[config.mk]
export PLATFORM = sky130hd
export DESIGN_NAME = text_token_splitter_unit_flat
export DESIGN_NICKNAME = d
export VERILOG_FILES = /design/src/sv/tts_pkg.sv /design/src/sv/tts_byte_if.sv /design/src/sv/tts_token_if.sv /design/src/sv/text_token_splitter_unit.sv /design/src/sv/tts_parser.sv /design/src/sv/tts_out_queue.sv /design/src/flat_wrapper.sv
export SDC_FILE = /design/constraint.sdc
export NUM_CORES = 1
export LEC_CHECK = 0
export BUFFER_PORTS_ARGS = -buffer_cell sky130_fd_sc_hd__buf_4
export CORE_MARGIN = 5
export CORE_UTILIZATION = 35
export DETAILED_ROUTE_END_ITERATION = 8
export PLACE_DENSITY = 0.54
export SETUP_SLACK_MARGIN = 0.2
export SLEW_MARGIN = 0
export SYNTH_ARGS = -nofsm -noshare
export SYNTH_HDL_FRONTEND = slang
export SYNTH_SLANG_ARGS = --single-unit
[constraint.sdc]
create_clock -name clk -period 6.7 [get_ports clk]
set_clock_uncertainty 0.05 [all_clocks]
set_input_delay 0.67 -clock clk [delete_from_list [all_inputs] [get_ports clk]]
set_output_delay 0.67 -clock clk [all_outputs]
set_load 0.02 [all_outputs]
[src/sv/tts_pkg.sv]
// Shared types, character codes and classification functions for the token splitter.
`timescale 1ns / 1ps

package tts_pkg;

  // Parser mode codes.
  localparam logic [2:0] MODE_SKIP  = 3'd0;
  localparam logic [2:0] MODE_SLASH = 3'd1;
  localparam logic [2:0] MODE_CMT   = 3'd2;
  localparam logic [2:0] MODE_QOPEN = 3'd3;
  localparam logic [2:0] MODE_QUOTE = 3'd4;
  localparam logic [2:0] MODE_WORD  = 3'd5;

  // Character codes.
  localparam logic [7:0] CH_NUL     = 8'h00;
  localparam logic [7:0] CH_SPACE   = 8'h20;
  localparam logic [7:0] CH_NEWLINE = 8'h0A;
  localparam logic [7:0] CH_SLASH   = 8'h2F;
  localparam logic [7:0] CH_DQUOTE  = 8'h22;
  localparam logic [7:0] CH_SQUOTE  = 8'h27;
  localparam logic [7:0] CH_LBRACE  = 8'h7B;
  localparam logic [7:0] CH_RBRACE  = 8'h7D;
  localparam logic [7:0] CH_LPAREN  = 8'h28;
  localparam logic [7:0] CH_RPAREN  = 8'h29;
  localparam logic [7:0] CH_COLON   = 8'h3A;

  // Result queue geometry.
  localparam int QUEUE_DEPTH = 4;
  localparam int QUEUE_AW    = $clog2(QUEUE_DEPTH);

  typedef struct packed {
    logic [7:0] token_byte;
    logic       token_last;
    logic       token_empty;
    logic       text_end;
  } result_t;

  // Everything one parsed byte pushes into the result queue.
  typedef struct packed {
    logic [1:0] count;
    result_t    r0;
    result_t    r1;
  } parse_out_t;

  function automatic logic is_space(input logic [7:0] b);
    return (b <= CH_SPACE) || b[7];
  endfunction

  function automatic logic is_punct(input logic [7:0] b);
    return (b == CH_LBRACE) || (b == CH_RBRACE) || (b == CH_RPAREN) ||
           (b == CH_LPAREN) || (b == CH_SQUOTE) || (b == CH_COLON);
  endfunction

  function automatic result_t mk(input logic [7:0] ch, input logic last,
                                 input logic empty, input logic tend);
    result_t r;
    r.token_byte  = ch;
    r.token_last  = last;
    r.token_empty = empty;
    r.text_end    = tend;
    return r;
  endfunction

endpackage

[src/sv/tts_byte_if.sv]
// Channel interface that carries one text byte per request.
`timescale 1ns / 1ps

interface tts_byte_if;
  logic       valid;
  logic       ready;
  logic [7:0] text_byte;

  modport source (output valid, output text_byte, input ready);
  modport sink (input valid, input text_byte, output ready);
endinterface

[src/sv/tts_token_if.sv]
// Channel interface that carries one token result per request.
`timescale 1ns / 1ps

interface tts_token_if;
  logic       valid;
  logic       ready;
  logic [7:0] token_byte;
  logic       token_last;
  logic       token_empty;
  logic       text_end;

  modport source (output valid, output token_byte, output token_last,
                  output token_empty, output text_end, input ready);
  modport sink (input valid, input token_byte, input token_last,
                input token_empty, input text_end, output ready);
endinterface

[src/sv/text_token_splitter_unit.sv]
// Top level of the streaming text token splitter.
`timescale 1ns / 1ps

// Text token splitter.
// The text channel takes one byte per request; a zero byte ends the text and the
// next byte starts a new one. The token channel returns token bytes in order,
// one per request: token_last flags the final byte of a token, token_empty marks
// an empty quoted string and text_end marks the end of a text.
// Whitespace and line comments produce nothing; a byte produces zero, one or
// two results.
// A byte is captured in the input register at acceptance and parsed into the
// result queue once the queue has room for two results; its results are then
// offered on the token channel in order, behind any results already queued.
// Throughput: one byte per cycle while the queue has room. The token channel
// delivers one result per cycle while the receiver is ready, so bytes that
// produce two results make the queue fill; the four-entry result queue absorbs
// this, and input ready drops only when it lacks room for two more results.
// When the receiver stalls, results stay in the queue, the input register holds
// its byte and text ready falls once the queue is full enough.
// Reset (synchronous, active high) empties the queue and the input register and
// puts the parser in whitespace skip mode; text ready is high right after.
module text_token_splitter_unit (
  input  logic        clk,
  input  logic        rst,
  tts_byte_if.sink    text,
  tts_token_if.source token
);

  logic                s1_valid;
  logic [7:0]          s1_byte;
  logic                room;
  logic                go;
  tts_pkg::parse_out_t po;

  // The held byte is parsed as soon as the queue can take two results.
  assign go         = s1_valid && room;
  assign text.ready = !s1_valid || go;

  always_ff @(posedge clk) begin
    if (rst) begin
      s1_valid <= 1'b0;
    end else if (text.ready) begin
      s1_valid <= text.valid;
    end
  end

  always_ff @(posedge clk) begin
    if (text.valid && text.ready) begin
      s1_byte <= text.text_byte;
    end
  end

  tts_parser u_parser (
    .clk (clk),
    .rst (rst),
    .go  (go),
    .b   (s1_byte),
    .po  (po)
  );

  tts_out_queue u_queue (
    .clk   (clk),
    .rst   (rst),
    .po    (po),
    .room  (room),
    .token (token)
  );

endmodule

[src/sv/tts_parser.sv]
// Tokenizer state machine: classifies one byte and produces up to two results.
`timescale 1ns / 1ps

module tts_parser (
  input  logic                clk,
  input  logic                rst,
  input  logic                go,
  input  logic [7:0]          b,
  output tts_pkg::parse_out_t po
);

  logic [2:0] mode, mode_next;
  logic [7:0] held, held_next;

  always_comb begin
    po        = '0;
    mode_next = mode;
    held_next = held;
    case (mode)
      tts_pkg::MODE_SLASH, tts_pkg::MODE_WORD: begin
        if (mode == tts_pkg::MODE_SLASH && b == tts_pkg::CH_SLASH) begin
          mode_next = tts_pkg::MODE_CMT;
          held_next = '0;
        end else if (tts_pkg::is_punct(b)) begin
          po.r0     = tts_pkg::mk(held, 1'b1, 1'b0, 1'b0);
          po.r1     = tts_pkg::mk(b, 1'b1, 1'b0, 1'b0);
          po.count  = 2'd2;
          mode_next = tts_pkg::MODE_SKIP;
          held_next = '0;
        end else if (tts_pkg::is_space(b)) begin
          po.r0     = tts_pkg::mk(held, 1'b1, 1'b0, 1'b0);
          po.r1     = tts_pkg::mk(8'd0, 1'b0, 1'b0, 1'b1);
          po.count  = (b == tts_pkg::CH_NUL) ? 2'd2 : 2'd1;
          mode_next = tts_pkg::MODE_SKIP;
          held_next = '0;
        end else begin
          po.r0     = tts_pkg::mk(held, 1'b0, 1'b0, 1'b0);
          po.count  = 2'd1;
          mode_next = tts_pkg::MODE_WORD;
          held_next = b;
        end
      end
      tts_pkg::MODE_CMT: begin
        if (b == tts_pkg::CH_NUL) begin
          po.r0     = tts_pkg::mk(8'd0, 1'b0, 1'b0, 1'b1);
          po.count  = 2'd1;
          mode_next = tts_pkg::MODE_SKIP;
          held_next = '0;
        end else if (b == tts_pkg::CH_NEWLINE) begin
          mode_next = tts_pkg::MODE_SKIP;
          held_next = '0;
        end
      end
      tts_pkg::MODE_QOPEN, tts_pkg::MODE_QUOTE: begin
        if (b == tts_pkg::CH_DQUOTE || b == tts_pkg::CH_NUL) begin
          // An opened quote that closes at once is an empty token.
          po.r0     = (mode == tts_pkg::MODE_QOPEN) ?
                      tts_pkg::mk(8'd0, 1'b0, 1'b1, 1'b0) :
                      tts_pkg::mk(held, 1'b1, 1'b0, 1'b0);
          po.r1     = tts_pkg::mk(8'd0, 1'b0, 1'b0, 1'b1);
          po.count  = (b == tts_pkg::CH_NUL) ? 2'd2 : 2'd1;
          mode_next = tts_pkg::MODE_SKIP;
          held_next = '0;
        end else begin
          if (mode == tts_pkg::MODE_QUOTE) begin
            po.r0    = tts_pkg::mk(held, 1'b0, 1'b0, 1'b0);
            po.count = 2'd1;
          end
          mode_next = tts_pkg::MODE_QUOTE;
          held_next = b;
        end
      end
      default: begin
        mode_next = tts_pkg::MODE_SKIP;
        held_next = '0;
        if (b == tts_pkg::CH_NUL) begin
          po.r0    = tts_pkg::mk(8'd0, 1'b0, 1'b0, 1'b1);
          po.count = 2'd1;
        end else if (tts_pkg::is_space(b)) begin
          mode_next = tts_pkg::MODE_SKIP;
        end else if (b == tts_pkg::CH_SLASH) begin
          mode_next = tts_pkg::MODE_SLASH;
          held_next = b;
        end else if (b == tts_pkg::CH_DQUOTE) begin
          mode_next = tts_pkg::MODE_QOPEN;
        end else if (tts_pkg::is_punct(b)) begin
          po.r0    = tts_pkg::mk(b, 1'b1, 1'b0, 1'b0);
          po.count = 2'd1;
        end else begin
          mode_next = tts_pkg::MODE_WORD;
          held_next = b;
        end
      end
    endcase
    if (!go) begin
      po.count  = 2'd0;
      mode_next = mode;
      held_next = held;
    end
  end

  always_ff @(posedge clk) begin
    if (rst) begin
      mode <= tts_pkg::MODE_SKIP;
      held <= '0;
    end else begin
      mode <= mode_next;
      held <= held_next;
    end
  end

endmodule

[src/sv/tts_out_queue.sv]
// Small result queue: takes up to two results per cycle, delivers one.
`timescale 1ns / 1ps

module tts_out_queue (
  input  logic                clk,
  input  logic                rst,
  input  tts_pkg::parse_out_t po,
  output logic                room,
  tts_token_if.source         token
);

  localparam logic [tts_pkg::QUEUE_AW:0] ROOM_LIMIT = (tts_pkg::QUEUE_AW + 1)'(
    tts_pkg::QUEUE_DEPTH - 2);

  tts_pkg::result_t mem [tts_pkg::QUEUE_DEPTH];
  logic [tts_pkg::QUEUE_AW-1:0] wr_ptr, rd_ptr;
  logic [tts_pkg::QUEUE_AW:0]   count;
  logic                         pop;
  tts_pkg::result_t             head;

  assign pop   = token.valid && token.ready;
  assign room  = count <= ROOM_LIMIT;
  assign head  = mem[rd_ptr];

  assign token.valid       = count != '0;
  assign token.token_byte  = head.token_byte;
  assign token.token_last  = head.token_last;
  assign token.token_empty = head.token_empty;
  assign token.text_end    = head.text_end;

  always_ff @(posedge clk) begin
    if (po.count != 2'd0) begin
      mem[wr_ptr] <= po.r0;
    end
    if (po.count == 2'd2) begin
      mem[wr_ptr + tts_pkg::QUEUE_AW'(1)] <= po.r1;
    end
  end

  always_ff @(posedge clk) begin
    if (rst) begin
      wr_ptr <= '0;
      rd_ptr <= '0;
      count  <= '0;
    end else begin
      wr_ptr <= wr_ptr + tts_pkg::QUEUE_AW'(po.count);
      if (pop) begin
        rd_ptr <= rd_ptr + tts_pkg::QUEUE_AW'(1);
      end
      count <= count + (tts_pkg::QUEUE_AW + 1)'(po.count) -
               (tts_pkg::QUEUE_AW + 1)'(pop);
    end
  end

endmodule

[src/flat_wrapper.sv]
// flat-port wrapper written by rule: the top's interface ports become plain ports
module text_token_splitter_unit_flat 
  (clk, rst, text_valid, text_text_byte, text_ready, token_valid, token_token_byte, token_token_last, token_token_empty, token_text_end, token_ready);
  tts_byte_if text_i ();
  tts_token_if token_i ();
  input  logic clk;
  input  logic rst;
  input wire logic [$bits(text_i.valid)-1:0] text_valid;
  input wire logic [$bits(text_i.text_byte)-1:0] text_text_byte;
  output wire logic [$bits(text_i.ready)-1:0] text_ready;
  output wire logic [$bits(token_i.valid)-1:0] token_valid;
  output wire logic [$bits(token_i.token_byte)-1:0] token_token_byte;
  output wire logic [$bits(token_i.token_last)-1:0] token_token_last;
  output wire logic [$bits(token_i.token_empty)-1:0] token_token_empty;
  output wire logic [$bits(token_i.text_end)-1:0] token_text_end;
  input wire logic [$bits(token_i.ready)-1:0] token_ready;
  assign text_i.valid = text_valid;
  assign text_i.text_byte = text_text_byte;
  assign text_ready = text_i.ready;
  assign token_valid = token_i.valid;
  assign token_token_byte = token_i.token_byte;
  assign token_token_last = token_i.token_last;
  assign token_token_empty = token_i.token_empty;
  assign token_text_end = token_i.text_end;
  assign token_i.ready = token_ready;
  text_token_splitter_unit u_core (.clk(clk), .rst(rst), .text(text_i), .token(token_i));
endmodule
==> qor.txt <==
setup TNS -> 0 ns
worst hold path class -> register to register
Max-slew headroom -> 0.228
Initial Util -> 0.355
Core ar. -> 0.0114 mm²
# IOs -> 25
CTS Buffer Depth -> 2
CTS sink count -> 73
Worst-path clk slew -> 0.06 ns
worst-path maximum fanout -> 24
crit path capture type -> register
post-synthesis sequential area ratio -> 0.481
peak supply drop -> 0.110 mV
max-slew violations -> 0
hold buffers post-CTS -> 0
All-Layer GR Usage -> 0.142
Post-Syn Nets -> 373
H-tree Lvls -> 3
status -> finished, final reports clean
worst reg-to-reg setup slack -> 2.78 ns
pre-CTS setup slack -> 2.83 ns
power per standard cell area -> 314 mW/mm²
first drt pass iteration count -> 5
Synth Cell Area -> 0.00404 mm²
clock root cell -> clkbuf_16
IO Port Bufs -> 24
CTS Buf Count -> 9
worst hold path depth -> 1
Req. time, crit path -> 6.87 ns
fin nets -> 387
GR Util met3 -> 0.0313
Max Clk Rate -> 0.255 GHz
Avg WL per Cell -> 19.0 µm
Yosys warnings -> 0
Final ANT Viol Nets -> 0
area delta synth->final -> 13.5%
average vias per placed instance -> 5.86
maxcap violations -> 0
synth unique cells -> 61
Die X -> 117 µm
largest net degree at the start of global routing -> 25
first-pass GRT wire length -> 15.8 mm
share of layout cells above drive strength 1 -> 0.200
Core Util, Final -> 0.403
EDFF count, synth -> 48
Hold Vio Cnt, Final -> 0
Resized Gates After CTS -> 0
gp weighted congestion -> 0.849
CTS tree -> done
RSZ-0062 raised after global routing -> false
Vias -> 3036
worst reg-to-reg path cell count -> 13
Avg Synthesized Cell Area -> 11.3 µm²
min Tclk post-route -> 3.92 ns
WP data arrival -> 4.09 ns
Mapped Cells -> 356
ys flop type -> edfxtp_1
critical path launch point type -> register
final setup fails -> 0
static leakage -> 1.53 nW
Most Used Layer, Global Route -> met2
DP HPWL -> 6.87 mm
Die H -> 117 µm
met1 usage -> 0.197
critical path class -> register to register
num rows -> 39
n_diodes -> 0
initial antenna violation count -> 0
Synth Register Bits -> 73
async set-reset flop share out of synthesis -> 0
post-CTS setup buffer count -> 0
setup slack after layout -> 2.78 ns
DRT iter0 DRCs -> 179
gr ovfl total -> 0
DRC viols -> 0
Power Total -> 1.44 mW
die area -> 0.0138 mm²
vias in the first global route -> 2903
M2 GR Usage -> 0.226
final period utilization -> 0.585
worst skew pair latency -> 0.33 ns
Slew @ Worst Pin -> 1.15 ns
WL final -> 9.85 mm
## where the power goes
group | internal (mW) | switching, mW
Combinational | 0.166 | 0.191
Clock | 0.296 | 0.205
Sequential | 0.517 | 0.0631
Total | 0.979 | 0.459
## final cells by class
class / instances / area (µm²)
fill: 1091 / 6780
sequential: 73 / 1940
multi-input combinational: 246 / 1910
clock buffer: 9 / 225
timing repair buffer: 26 / 195
tap: 143 / 179
clock inverter: 7 / 86.3
inverter: 14 / 52.6
## flip-flops by register name, indices dropped and copies added, names as in the netlist, named ones only
register,cells
u_core.s1_byte,8
u_core.s1_valid,1
u_core.u_parser.held,8
u_core.u_parser.mode,3
u_core.u_queue.count,3
u_core.u_queue.mem,44
u_core.u_queue.rd_ptr,2
u_core.u_queue.wr_ptr,2
## synthesized netlist by cell type, drive strengths merged (4+ instances only)
library cell,count,area share
a22oi,5,0.0093
buf,18,0.030
a311oi,5,0.015
and2,7,0.011
a32oi,8,0.017
ha,4,0.012
dfxtp,25,0.12
a31oi,6,0.011
o22ai,25,0.039
nor2b,4,0.0062
nand2,25,0.023
nor2,24,0.022
or3,4,0.0062
edfxtp,48,0.36
a22o,7,0.015
o211ai,7,0.022
o21ai,13,0.017
inv,14,0.013
nand2b,6,0.0093
o32ai,4,0.0087
a21oi,11,0.014
mux2,4,0.011
clkbuf,5,0.0046
mux4,11,0.061
nor3,7,0.014
xnor2,5,0.011
nand3,14,0.017
## path summary, 6_finish.rpt
path | from | endpoint
max reg2reg | u_core.s1_byte[2] | u_core.u_queue.count[2]
min reg2reg | u_core.u_parser.held[3] | u_core.u_parser.held[3]
min | u_core.u_parser.held[3] | u_core.u_parser.held[3]
max | u_core.s1_byte[2] | u_core.u_queue.count[2]
## metrics by stage
stage / instances / hold slack (ns) / instance area (µm²)
6_report: 518 / 0.430 / 4590
5_1_grt: 518 / 0.448 / 4590
4_1_cts: 518 / 0.433 / 4590
3_5_place_dp: 502 / 0.416 / 4280
3_3_place_gp: 502 / 0.407 / 4280
2_1_floorplan: 356 / 0.382 / 4040
## routing by layer
metal	routed length, µm	share of wire	vias up
met3	730	0.074	8
met5	0	0	-
met1	4230	0.43	1466
li1	-	-	1432
met2	4820	0.49	130
met4	69	0.0070	0
## worst max-delay path: stages, from the launching register on
cell and delay (ns):
edfxtp_1 0.69, and4b_1 0.27, a31oi_1 0.06, o41ai_4 0.82
buf_4 0.42, or2_1 0.16, nand3_1 0.08, ha_1 0.29
inv_1 0.04, ha_1 0.18, fa_1 0.37, xor2_1 0.19
xnor2_1 0.14, nor2_1 0.05
## layout by cell type, fill, tap and decap left out, types with 6 or more instances in the layout
cell,count
dfxtp_1,25
o211ai_2,7
clkbuf_16,9
a21oi_1,11
nand3_1,14
mux4_2,11
nor2_1,24
buf_4,26
a32oi_1,8
and2_1,6
edfxtp_1,48
o21ai_1,9
inv_1,14
o22ai_1,25
nand2_1,25
a22o_1,7
nand2b_1,6
## cells by family after synthesis
kind of cell | Yosys count | synth area share
AO/OA/AOI/OAI | 106 | 0.209
XOR/XNOR | 8 | 0.0173
adder cells (fa/ha/maj) | 5 | 0.0173
buffers and inverters | 37 | 0.0474
flip-flops | 73 | 0.481
multiplexers | 15 | 0.0725
AND/OR/NAND/NOR | 112 | 0.156
No activity file was read; power rests on OpenSTA's default activity.
